## config.mk

```make
export PLATFORM = sky130hd
export DESIGN_NAME = monitor_leader_election
export DESIGN_NICKNAME = d
export VERILOG_FILES = /design/src/rtl/mle_pkg.sv /design/src/rtl/mle_epoch_unit.sv /design/src/rtl/monitor_leader_election.sv
export SDC_FILE = /design/constraint.sdc
export NUM_CORES = 1
export LEC_CHECK = 0
export ABC_AREA = 1
export BUFFER_PORTS_ARGS = -buffer_cell sky130_fd_sc_hd__buf_2
export CORE_ASPECT_RATIO = 1.5
export CORE_MARGIN = 2
export CORE_UTILIZATION = 54
export DETAILED_ROUTE_END_ITERATION = 8
export PLACE_DENSITY_LB_ADDON = 0.15
export SETUP_SLACK_MARGIN = 0.3
export SLEW_MARGIN = 20
export SYNTH_ARGS = -nofsm -noshare
export SYNTH_HDL_FRONTEND = slang
export SYNTH_HIERARCHICAL = 1
export SYNTH_SLANG_ARGS = --single-unit
```

## constraint.sdc

```tcl
create_clock -name clock -period 3.9 [get_ports clock]
set_clock_uncertainty 0.2 [all_clocks]
set_input_delay 0.195 -clock clock [delete_from_list [all_inputs] [get_ports clock]]
set_output_delay 0.195 -clock clock [all_outputs]
set_load 0.05 [all_outputs]
```

## src/rtl/mle_pkg.sv

```systemverilog
package mle_pkg;

   localparam int MAX_MONITORS_DEF = 8;
   localparam int MAP_LIMIT        = 8;
   localparam int EPOCH_W          = 32;
   localparam int ID_W             = 3;
   localparam int MASK_W           = 8;
   localparam int CSR_INDEX_W      = 2;
   localparam int CSR_DATA_W       = 32;
   localparam int REQ_TDATA_W      = 40;
   localparam int RSP_TDATA_W      = 56;

   localparam logic [2:0] FN_START   = 3'd0;
   localparam logic [2:0] FN_PROPOSE = 3'd1;
   localparam logic [2:0] FN_ACK     = 3'd2;
   localparam logic [2:0] FN_VICTORY = 3'd3;
   localparam logic [2:0] FN_TIMER   = 3'd4;

   localparam logic [1:0] SEND_NONE    = 2'd0;
   localparam logic [1:0] SEND_PROPOSE = 2'd1;
   localparam logic [1:0] SEND_ACK     = 2'd2;
   localparam logic [1:0] SEND_VICTORY = 2'd3;

   localparam logic [1:0] TMR_NONE        = 2'd0;
   localparam logic [1:0] TMR_LEASE       = 2'd1;
   localparam logic [1:0] TMR_LEASE_EXTRA = 2'd2;
   localparam logic [1:0] TMR_CANCEL      = 2'd3;

   localparam logic [1:0] OUT_NONE = 2'd0;
   localparam logic [1:0] OUT_WON  = 2'd1;
   localparam logic [1:0] OUT_LOST = 2'd2;

   localparam logic [CSR_INDEX_W-1:0] REG_NUM_MONITORS = 2'd0;
   localparam logic [CSR_INDEX_W-1:0] REG_MY_ID        = 2'd1;
   localparam logic [CSR_INDEX_W-1:0] REG_START_EPOCH  = 2'd2;

   localparam logic [EPOCH_W-1:0] EPOCH_RESET = 32'd1;

   typedef struct packed {
      logic               lt;
      logic               gt;
      logic               next_eq;
      logic               wrap;
      logic [EPOCH_W-1:0] inc;
   } mle_cmp_type;

endpackage

```

## src/rtl/mle_epoch_unit.sv

```systemverilog
module mle_epoch_unit (
   input  logic [31:0]          epoch_i,
   input  logic [31:0]          operand_i,
   output mle_pkg::mle_cmp_type cmp_o
);
   import mle_pkg::*;

   logic [EPOCH_W:0] sum;

   assign sum           = {1'b0, epoch_i} + {{EPOCH_W{1'b0}}, 1'b1};
   assign cmp_o.inc     = sum[EPOCH_W-1:0];
   assign cmp_o.wrap    = sum[EPOCH_W];
   assign cmp_o.lt      = operand_i < epoch_i;
   assign cmp_o.gt      = operand_i > epoch_i;
   assign cmp_o.next_eq = operand_i == sum[EPOCH_W-1:0];

endmodule

```

## src/rtl/monitor_leader_election.sv

```systemverilog
// After acceptance an event passes S_EVAL and, by function, S_P_BEGIN, S_BEGIN, S_P_DECIDE,
// S_ACK_CHECK or S_VICTORY; on a path that can send, the message words and a step to close the
// message run follow; then the status word. One event at a time, the next taken after that word;
// a propose that opens an election and defers, with seven propose words and an ack, is longest.
// Reset (synchronous, active high): epoch 1, election state and registers to defaults.
module monitor_leader_election #(
   parameter int MAX_MONITORS = mle_pkg::MAX_MONITORS_DEF
) (
   input  logic                            clock,
   input  logic                            reset,
   input  logic                            req_tvalid,
   output logic                            req_tready,
   // sender_id[2:0], msg_epoch[34:3], sender_in_quorum[35], zero pad
   input  logic [mle_pkg::REQ_TDATA_W-1:0] req_tdata,
   // func[2:0]
   input  logic [2:0]                      req_tuser,
   output logic                            rsp_tvalid,
   input  logic                            rsp_tready,
   // dest_id[2:0], epoch_out[34:3], timer_action[36:35], outcome[38:37],
   // quorum_mask[46:39], leader_id[49:47], error[50], zero pad
   output logic [mle_pkg::RSP_TDATA_W-1:0] rsp_tdata,
   // send_op[1:0]
   output logic [1:0]                      rsp_tuser,
   output logic                            rsp_tlast,
   input  logic                            csr_valid,
   output logic                            csr_ready,
   input  logic [mle_pkg::CSR_INDEX_W-1:0] csr_index,
   input  logic [mle_pkg::CSR_DATA_W-1:0]  csr_data
);
   import mle_pkg::*;

   localparam logic [3:0] MapCap = 4'((MAX_MONITORS < MAP_LIMIT) ? MAX_MONITORS : MAP_LIMIT);

   typedef enum logic [3:0] {
      S_IDLE, S_EVAL, S_P_BEGIN, S_BEGIN, S_P_DECIDE,
      S_ACK_CHECK, S_VICTORY, S_EMIT, S_STATUS
   } state_type;

   state_type          state_ff, state_in;
   logic [3:0]         num_mon_ff, num_mon_in;
   logic [ID_W-1:0]    my_id_ff, my_id_in;
   logic [EPOCH_W-1:0] epoch_ff, epoch_in;
   logic               electing_ff, electing_in;
   logic [MASK_W-1:0]  acked_ff, acked_in;
   logic               defv_ff, defv_in;
   logic [ID_W-1:0]    defl_ff, defl_in;

   logic [2:0]         func_ff, func_in;
   logic [ID_W-1:0]    from_ff, from_in;
   logic [EPOCH_W-1:0] me_ff, me_in;
   logic               inq_ff, inq_in;
   logic [1:0]         tmr_ff, tmr_in;
   logic               err_ff, err_in;
   logic [1:0]         outcome_ff, outcome_in;
   logic [MASK_W-1:0]  qmask_ff, qmask_in;
   logic [ID_W-1:0]    leader_ff, leader_in;
   logic [1:0]         bop_ff, bop_in;
   logic [MASK_W-1:0]  bmask_ff, bmask_in;
   logic               ack_ff, ack_in;

   mle_cmp_type        cmp;
   logic [3:0]         map_n;
   logic [MASK_W-1:0]  pmask;
   logic [MASK_W-1:0]  me_bit;
   logic [MASK_W-1:0]  low_bit;
   logic [3:0]         acked_pop;
   logic               req_fire, rsp_fire, csr_fire;
   logic               msg_word;

   function automatic logic [3:0] pop8(input logic [MASK_W-1:0] v);
      logic [3:0] c;
      c = 4'd0;
      for (int i = 0; i < MASK_W; i++) c = c + {3'd0, v[i]};
      return c;
   endfunction

   function automatic logic [ID_W-1:0] low_index(input logic [MASK_W-1:0] v);
      logic [ID_W-1:0] idx;
      idx = '0;
      for (int i = MASK_W - 1; i >= 0; i--) if (v[i]) idx = ID_W'(i);
      return idx;
   endfunction

   mle_epoch_unit u_epoch (
      .epoch_i   (epoch_ff),
      .operand_i (me_ff),
      .cmp_o     (cmp)
   );

   assign map_n     = (num_mon_ff > MapCap) ? MapCap : num_mon_ff;
   assign me_bit    = MASK_W'(1) << my_id_ff;
   assign low_bit   = bmask_ff & (~bmask_ff + MASK_W'(1));
   assign acked_pop = pop8(acked_ff);

   always_comb begin
      for (int i = 0; i < MASK_W; i++)
         pmask[i] = (4'(i) < map_n) && (ID_W'(i) != my_id_ff);
   end

   assign req_tready = (state_ff == S_IDLE);
   assign csr_ready  = 1'b1;
   assign msg_word   = (state_ff == S_EMIT) && ((bmask_ff != '0) || ack_ff);
   assign rsp_tvalid = msg_word || (state_ff == S_STATUS);
   assign rsp_tlast  = (state_ff == S_STATUS);
   assign req_fire   = req_tvalid && req_tready;
   assign rsp_fire   = rsp_tvalid && rsp_tready;
   assign csr_fire   = csr_valid && csr_ready;

   always_comb begin
      rsp_tuser = SEND_NONE;
      rsp_tdata = '0;
      if (msg_word) begin
         rsp_tuser       = (bmask_ff != '0) ? bop_ff : SEND_ACK;
         rsp_tdata[2:0]  = (bmask_ff != '0) ? low_index(bmask_ff) : from_ff;
         rsp_tdata[34:3] = epoch_ff;
      end else if (state_ff == S_STATUS) begin
         rsp_tdata[34:3]  = epoch_ff;
         rsp_tdata[36:35] = tmr_ff;
         rsp_tdata[38:37] = outcome_ff;
         rsp_tdata[46:39] = qmask_ff;
         rsp_tdata[49:47] = leader_ff;
         rsp_tdata[50]    = err_ff;
      end
   end

   always_comb begin
      state_in    = state_ff;
      num_mon_in  = num_mon_ff;
      my_id_in    = my_id_ff;
      epoch_in    = epoch_ff;
      electing_in = electing_ff;
      acked_in    = acked_ff;
      defv_in     = defv_ff;
      defl_in     = defl_ff;
      func_in     = func_ff;
      from_in     = from_ff;
      me_in       = me_ff;
      inq_in      = inq_ff;
      tmr_in      = tmr_ff;
      err_in      = err_ff;
      outcome_in  = outcome_ff;
      qmask_in    = qmask_ff;
      leader_in   = leader_ff;
      bop_in      = bop_ff;
      bmask_in    = bmask_ff;
      ack_in      = ack_ff;

      case (state_ff)
         S_IDLE: begin
            if (req_fire) begin
               func_in    = req_tuser;
               from_in    = req_tdata[2:0];
               me_in      = req_tdata[34:3];
               inq_in     = req_tdata[35];
               tmr_in     = TMR_NONE;
               err_in     = 1'b0;
               outcome_in = OUT_NONE;
               qmask_in   = '0;
               leader_in  = '0;
               bmask_in   = '0;
               ack_in     = 1'b0;
               state_in   = S_EVAL;
            end
         end
         S_EVAL: begin
            case (func_ff)
               FN_START: state_in = S_BEGIN;
               FN_TIMER: begin
                  if (electing_ff && (acked_pop > (map_n >> 1))) begin
                     outcome_in = OUT_WON;
                     state_in   = S_VICTORY;
                  end else begin
                     state_in = S_BEGIN;
                  end
               end
               FN_PROPOSE: begin
                  if (!me_ff[0]) err_in = 1'b1;
                  if (cmp.gt) begin
                     epoch_in    = me_ff;
                     electing_in = 1'b0;
                     acked_in    = '0;
                     defv_in     = 1'b0;
                  end
                  if (!cmp.gt && cmp.lt && !epoch_ff[0] && !inq_ff) state_in = S_P_BEGIN;
                  else state_in = S_P_DECIDE;
               end
               FN_ACK: begin
                  state_in = S_STATUS;
                  if (!cmp.lt) begin
                     if (!me_ff[0]) err_in = 1'b1;
                     if (cmp.gt) begin
                        epoch_in    = me_ff;
                        electing_in = 1'b0;
                        acked_in    = '0;
                        defv_in     = 1'b0;
                        state_in    = S_BEGIN;
                     end else if (electing_ff) begin
                        acked_in = acked_ff | (MASK_W'(1) << from_ff);
                        state_in = S_ACK_CHECK;
                     end else if (!defv_ff) begin
                        err_in = 1'b1;
                     end
                  end
               end
               FN_VICTORY: begin
                  state_in = S_STATUS;
                  if (!cmp.lt) begin
                     if (!(from_ff < my_id_ff) || me_ff[0] || !cmp.next_eq || !cmp.gt)
                        err_in = 1'b1;
                     epoch_in    = me_ff;
                     electing_in = 1'b0;
                     acked_in    = '0;
                     defv_in     = 1'b0;
                     outcome_in  = OUT_LOST;
                     leader_in   = from_ff;
                     tmr_in      = TMR_CANCEL;
                  end
               end
               default: begin
                  err_in   = 1'b1;
                  state_in = S_STATUS;
               end
            endcase
         end
         S_P_BEGIN, S_BEGIN: begin
            if (!epoch_ff[0]) begin
               if (cmp.wrap) err_in = 1'b1;
               epoch_in = cmp.inc;
               defv_in  = 1'b0;
               acked_in = me_bit;
            end else begin
               acked_in = acked_ff | me_bit;
            end
            electing_in = 1'b1;
            bmask_in    = pmask;
            bop_in      = SEND_PROPOSE;
            tmr_in      = TMR_LEASE;
            state_in    = (state_ff == S_P_BEGIN) ? S_P_DECIDE : S_EMIT;
         end
         S_P_DECIDE: begin
            state_in = S_EMIT;
            if (my_id_ff < from_ff) begin
               if (defv_ff) begin
                  if (!(defl_ff < from_ff)) err_in = 1'b1;
               end else if (!electing_ff) begin
                  state_in = S_BEGIN;
               end
            end else if (!defv_ff || (defl_ff >= from_ff)) begin
               if (electing_ff) begin
                  acked_in    = '0;
                  electing_in = 1'b0;
               end
               defv_in = 1'b1;
               defl_in = from_ff;
               ack_in  = 1'b1;
               tmr_in  = TMR_LEASE_EXTRA;
            end
         end
         S_ACK_CHECK: begin
            if (acked_pop == map_n) begin
               outcome_in = OUT_WON;
               state_in   = S_VICTORY;
            end else begin
               state_in = S_STATUS;
            end
         end
         S_VICTORY: begin
            qmask_in    = acked_ff;
            bmask_in    = acked_ff & ~me_bit;
            bop_in      = SEND_VICTORY;
            tmr_in      = TMR_CANCEL;
            if (!epoch_ff[0] || cmp.wrap) err_in = 1'b1;
            epoch_in    = cmp.inc;
            electing_in = 1'b0;
            acked_in    = '0;
            defv_in     = 1'b0;
            state_in    = S_EMIT;
         end
         S_EMIT: begin
            if (bmask_ff != '0) begin
               if (rsp_fire) bmask_in = bmask_ff & ~low_bit;
            end else if (ack_ff) begin
               if (rsp_fire) ack_in = 1'b0;
            end else begin
               state_in = S_STATUS;
            end
         end
         S_STATUS: begin
            if (rsp_fire) state_in = S_IDLE;
         end
         default: state_in = S_IDLE;
      endcase

      if (csr_fire) begin
         case (csr_index)
            REG_NUM_MONITORS: num_mon_in = csr_data[3:0];
            REG_MY_ID:        my_id_in   = csr_data[ID_W-1:0];
            REG_START_EPOCH:  epoch_in   = (csr_data == '0) ? EPOCH_RESET : csr_data;
            default:          ;
         endcase
      end
   end

   always_ff @(posedge clock) begin
      if (reset) begin
         state_ff    <= S_IDLE;
         num_mon_ff  <= 4'd1;
         my_id_ff    <= '0;
         epoch_ff    <= EPOCH_RESET;
         electing_ff <= 1'b0;
         acked_ff    <= '0;
         defv_ff     <= 1'b0;
         defl_ff     <= '0;
         bmask_ff    <= '0;
         ack_ff      <= 1'b0;
      end else begin
         state_ff    <= state_in;
         num_mon_ff  <= num_mon_in;
         my_id_ff    <= my_id_in;
         epoch_ff    <= epoch_in;
         electing_ff <= electing_in;
         acked_ff    <= acked_in;
         defv_ff     <= defv_in;
         defl_ff     <= defl_in;
         bmask_ff    <= bmask_in;
         ack_ff      <= ack_in;
      end
      func_ff    <= func_in;
      from_ff    <= from_in;
      me_ff      <= me_in;
      inq_ff     <= inq_in;
      tmr_ff     <= tmr_in;
      err_ff     <= err_in;
      outcome_ff <= outcome_in;
      qmask_ff   <= qmask_in;
      leader_ff  <= leader_in;
      bop_ff     <= bop_in;
   end

`ifndef NO_ASSERTIONS
   a_no_overlap: assert property (@(posedge clock) disable iff (reset)
      !(req_tready && rsp_tvalid))
      else $error("input taken while a result word is pending");

   a_ready_after_status: assert property (@(posedge clock) disable iff (reset)
      (rsp_tvalid && rsp_tready && rsp_tlast) |=> req_tready)
      else $error("not ready after status word");

   a_last_is_status: assert property (@(posedge clock) disable iff (reset)
      rsp_tvalid |-> (rsp_tlast == (rsp_tuser == SEND_NONE)))
      else $error("status word and message word mixed up");
`endif

endmodule
```

# After elaboration in Yosys (flattened, before gate mapping)
# Cells that the tools add are included.
# classes
n_eq_ne	50
addsub	9
muxes	107
magnitude_cmp	16
n_reduce_logical	59
bitwise	9
shift	2
# op_table
op	count
two-way mux 32 bit	8
one-hot mux 32 bit (3 select lines)	2
two-way mux 8 bit	12
one-hot mux 8 bit (4 select lines)	2
two-way mux 3 bit	18
two-way mux 48 bit	1
two-way mux 4 bit	9
adder 32 x 1 -> 33 bit, second input constant	1
equality test 32 bit	1
greater-than comparator 32 bit	1
logical NOT 32 bit	1
< comparator 32 bit	1
one-hot mux 4 bit (8 select lines)	1
inequality test 2 bit, second input constant	15
two-way mux 1 bit	27
AND 8 bit	3
inverter 8 bit	3
one-hot mux 8 bit (3 select lines)	1
two-way mux 2 bit	11
AND reduction 6 bit	3
adder 4 x 1 -> 4 bit	4
equality test 4 x 3 -> 1 bit, second input constant	4
< comparator 3 x 4 -> 1 bit, first input constant	4
two-way mux 16 bit	1
other kinds (58)	118
# totals
output_inout_bits	62
inputBits	82
wordCells	272
ff_bits	122

# Depth between registers and ports, before layout
# logic_depth
word_depth	12
mapped_depth	21

# By module
# The synthesis kept the hierarchy.
# by_module_without_submodules
mod	area_per_inst_um2	cells_per_inst	n_inst
monitor_leader_election	8055.2	1189	1
mle_epoch_unit	2522.4	501	1

# Least setup slack after synthesis
# Ideal clock, no wire load.
# synth_timing
path_kind	flip-flop to flip-flop
startpoint	register acked_ff[0]
endpoint	register outcome_ff[0] (enable)
path_slack_ps	3
required_ps	3391
period_less_slack_ps	3897
path_stages_with_launch	19
setup_time_ps	309
arrival_ps	3389
n_path_buf	0
path_cell_list	dfxtp_1 > inv_1 > fa_1 > fa_1 > fa_1 > inv_1 > ha_1 > inv_1 > fa_1 > inv_1 > ha_1 > nand2_1 > nand2_1 > nand3_1 > nand2_1 > nand3_1 > nand2_1 > nor2_1 > nor2_1
# synth_between
elab_chain_cells	11
# synth_rtl
element	line_no	source
start: declaration	monitor_leader_election.sv:44	logic [MASK_W-1:0] acked_ff, acked_in;
start signal: assignment	monitor_leader_election.sv:322	acked_ff <= acked_in;
adder 1 x 1 -> 2 bit (*)	monitor_leader_election.sv:73	for (int i = 0; i < MASK_W; i++) c = c + {3'd0, v[i]};
adder 2 x 1 -> 3 bit (*)	monitor_leader_election.sv:73	
adder 3 x 1 -> 4 bit (*)	monitor_leader_election.sv:73	
adder 4 x 1 -> 4 bit (*) (4 in a row)	monitor_leader_election.sv:73	
greater-than comparator 4 x 3 -> 1 bit	monitor_leader_election.sv:169	if (electing_ff && (acked_pop > (map_n >> 1))) begin
logical AND 1 bit	monitor_leader_election.sv:169	
inequality test 3 bit (no source line)	--	
AND reduction 6 bit (no source line) (*)	--	
end signal: assignment	monitor_leader_election.sv:334	outcome_ff <= outcome_in;
end: declaration	monitor_leader_election.sv:54	logic [1:0] outcome_ff, outcome_in;
# Every way passes the cells marked *; elsewhere a longest branch is shown, timed or not.
# A chain may end at the register's enable or synchronous reset.

# Worst setup path after layout
# layout_timing
startpoint	register acked_ff[0]
endpoint	register outcome_ff[1] (enable)
# The elaborated chain is that of the path after synthesis.

==> flow_summary.yaml <==
drt:
  wl_per_cell_um: 18.77
  routed_wl_mm: 40.98
  ant_nets: 0
  drtIter0Drc: 1337
  num_vias: 12439
  drc: 0
  dr.pass1.iters: 6
  vias_per_cell: 5.698
cells_and_area:
  antenna_cells: 0
  postLayoutCoreUtil_pct: 68.36
  fillers: 1761
  final_nets: 2045
  area_growth_pct: 23.82
  final_layout_size_suffix_gt1_share_pct: 15.15
  instances_no_fill: 2183
  multi_input_area_um2: 6450
  seqCellArea_um2: 2985
pwr:
  finalPower_uw: 7934
  power_density_nw_per_um2: 605.7
  power_leakage_uw: 0.006374
  ir_worst_vdd_uv: 467.4
logic_synthesis:
  synth_compound_area_share_pct: 15.00
  synthAdderAreaFrac_pct: 6.080
  synthTopCellsByArea: "nand2_1 (16%), edfxtp_1 (16%), dfxtp_1 (12%)"
  syn-cell-area_um2: 10580
  ys_types: 53
  syn_area_per_cell_um2: 6.259
  ys_seq_area_share_pct: 28.20
  yosys_warnings: 6
  synth-simple-area-share_pct: 37.39
  async_flop_share_pct: 0
  synth_cells: 1690
  ys.flop_type: "dfxtp_1"
  yosys.area.top_type_share_pct: 16.32
  synth_enable_flop_cells: 56
  synthMuxAreaShare_pct: 0
  synth-xor-area-share_pct: 1.467
  synth_top_area_cell: "nand2_1"
  ys_ff_latch: 121
  synth_top_family_by_area: "simple AND/OR/NAND/NOR gates"
critical_path:
  end_kind: "flip-flop"
  path_class: "flip-flop to flip-flop"
  cp-start-kind: "flip-flop"
  cp.required_ns: 3.83
  cp_max_fo: 2
  crit_arrival_ns: 4.00
die:
  die_h_um: 175.4
  core-area_um2: 19160
  start_util_pct: 55.20
  num_io_pins: 144
  dieArea_um2: 20750
  die_w_um: 118.3
  rows: 62
grt:
  first_global_vias: 12047
  grt.met2_usage_pct: 70.09
  use_met1_pct: 41.25
  grt_busiest_layer: "met2"
  grt_max_degree: 44
  overflow: 0
  antenna_found_initial: 0
  grtUsageTotal_pct: 39.21
  grt_pass1_wl_mm: 62.70
  grtUsageMet3_pct: 5.682
placed_design:
  dp_hpwl_mm: 30.43
  portBuffers: 133
  place_inst: 2072
  place.gp.congestion: 1.035
clock_network:
  cts.sink_count: 121
  root_buffer: "clkbuf_16"
  cts_tree: "built"
  cts_buffers: 17
  clock_latency_ns: 0.43
  h-tree-depth: 4
  clock_path_buffers: 2
  clkTransAtPathRegs_ns: 0.06
outcome:
  status: "finished with violations"
  violations: "negative setup slack"
timing:
  hold_ws_ns: 0.02461
  period_minus_slack_ns: 4.072
  rsz0062_at_grt: "true"
  fmax_ghz: 0.2456
  tightest_slew_ns: 0.8690
  timing.final.ws_setup_ns: -0.1717
  hold_viol: 0
  drv_slew: 0
  finalCritPeriodShare_pct: 104.4
  setup_viol: 3
  relSlewSlack_pct: 41.86
min_path:
  hp-class: "input port to flip-flop"
run:
  cap_violations: 0
path summary, 6_finish.rpt:
| path | from | end | slack [ns] | depth (start not counted) |
|---|---|---|---|---|
| worst max-delay path | acked_ff[0] | outcome_ff[1] | -0.17 | 15 |
| worst min-delay path | csr_data[23] | epoch_ff[23] | 0.02 | 4 |
| worst max register to register | acked_ff[0] | outcome_ff[1] | -0.17 | 15 |
| worst min register to register | num_mon_ff[2] | num_mon_ff[2] | 0.29 | 2 |
final cells by class:
cell class / count / area share (%)
multi-input combinational: 1259 / 49.25
sequential: 121 / 22.79
timing repair buffer: 257 / 14.00
inverter: 258 / 7.423
clock buffer: 20 / 3.496
tap: 256 / 2.446
clock inverter: 12 / 0.5923
stage by stage:
step                TNS (ns)  instance area [um2]  worst slack [ns]
finish               -0.3962                13100           -0.1717
global route          -1.059                13100           -0.3010
CTS                  -0.4504                13010           -0.1903
detailed placement   -0.5717                11710           -0.2501
global placement     -0.4628                11710           -0.2090
floorplan                  0                10600           0.03826
layout by cell type (no fill, tap or decap), types with 13 or more instances in the layout:
cell           netlist  routed
nand2_1            460     455
inv_1              246     242
nor2_1             231     228
nand3_1            139     137
buf_2               16     133
o21ai_0            104     104
a21oi_1             90      88
dlygate4sd3_1        0      75
dfxtp_1             65      63
edfxtp_1            56      56
buf_4                8      45
ha_1                45      43
o211ai_1            22      22
nand4_1             22      22
clkbuf_16            0      18
nand2_2             10      15
inv_2                9      13
o21ai_1             13      13
synthesized netlist by cell type (all sizes together), types with 4 or more instances:
cell type and instances:
nand2 478, inv 256, nor2 248, nand3 141
o21ai 120, a21oi 92, dfxtp 65, edfxtp 56
ha 45, buf 29, clkbuf 27, nand4 22
o211ai 22, a22oi 10, nor3 10, xor2 9
nand3b 8, o221ai 8, nor4 5, o2111ai 5
o31ai 5, fa 4
per-layer routing:
metal	wire [um]	share of wire, %	vias up
met3	2913	7.1	190
met5	0	0	-
met1	14270	35	5665
met4	3370	8.2	0
met2	20420	50	674
li1	-	-	5910
logic make-up (layout without fill, tap and decap cells):
logic type | Yosys count | after routing
AND/OR/NAND/NOR | 917 | 917
buffers and inverters | 314 | 547
AO/OA/AOI/OAI | 274 | 274
flip-flops | 121 | 121
adder cells (fa/ha/maj) | 49 | 49
XOR/XNOR | 13 | 13
other | 2 | 6
registers in the layout, indices dropped and copies added (netlist names):
register / cells
my_id_ff: 3
defl_ff: 3
from_ff: 3
err_ff: 1
state_ff: 4
me_ff: 32
outcome_ff: 2
epoch_ff: 32
bmask_ff: 8
num_mon_ff: 4
leader_ff: 3
func_ff: 3
acked_ff: 8
tmr_ff: 2
defv_ff: 1
ack_ff: 1
bop_ff: 1
electing_ff: 1
inq_ff: 1
qmask_ff: 8
critical path: stages (launching register included):
cell,delay (ns)
dfxtp_2,0.32
inv_2,0.04
fa_1,0.49
fa_1,0.55
fa_1,0.42
inv_1,0.07
ha_2,0.18
inv_2,0.04
fa_1,0.47
buf_4,0.16
xor2_1,0.16
a21oi_2,0.16
nand3_1,0.12
nand2_2,0.11
o2111ai_2,0.10
nor2_2,0.19
what timing repair did:
item | in CTS | in global routing
setup buffers | 2 | 2
hold buffers | 75 | 0
resized for setup | 1 | 17
setup endpoints to repair | 6 | 42
hold endpoints to repair | 75 | 0
pin swaps | 0 | 5
where the power goes:
group	switching [uW]	total, uW	internal (uW)
sequential	367	2110	1740
clock	618	1460	843
combinational	2890	4370	1470
(Power assumes the default switching activity.)
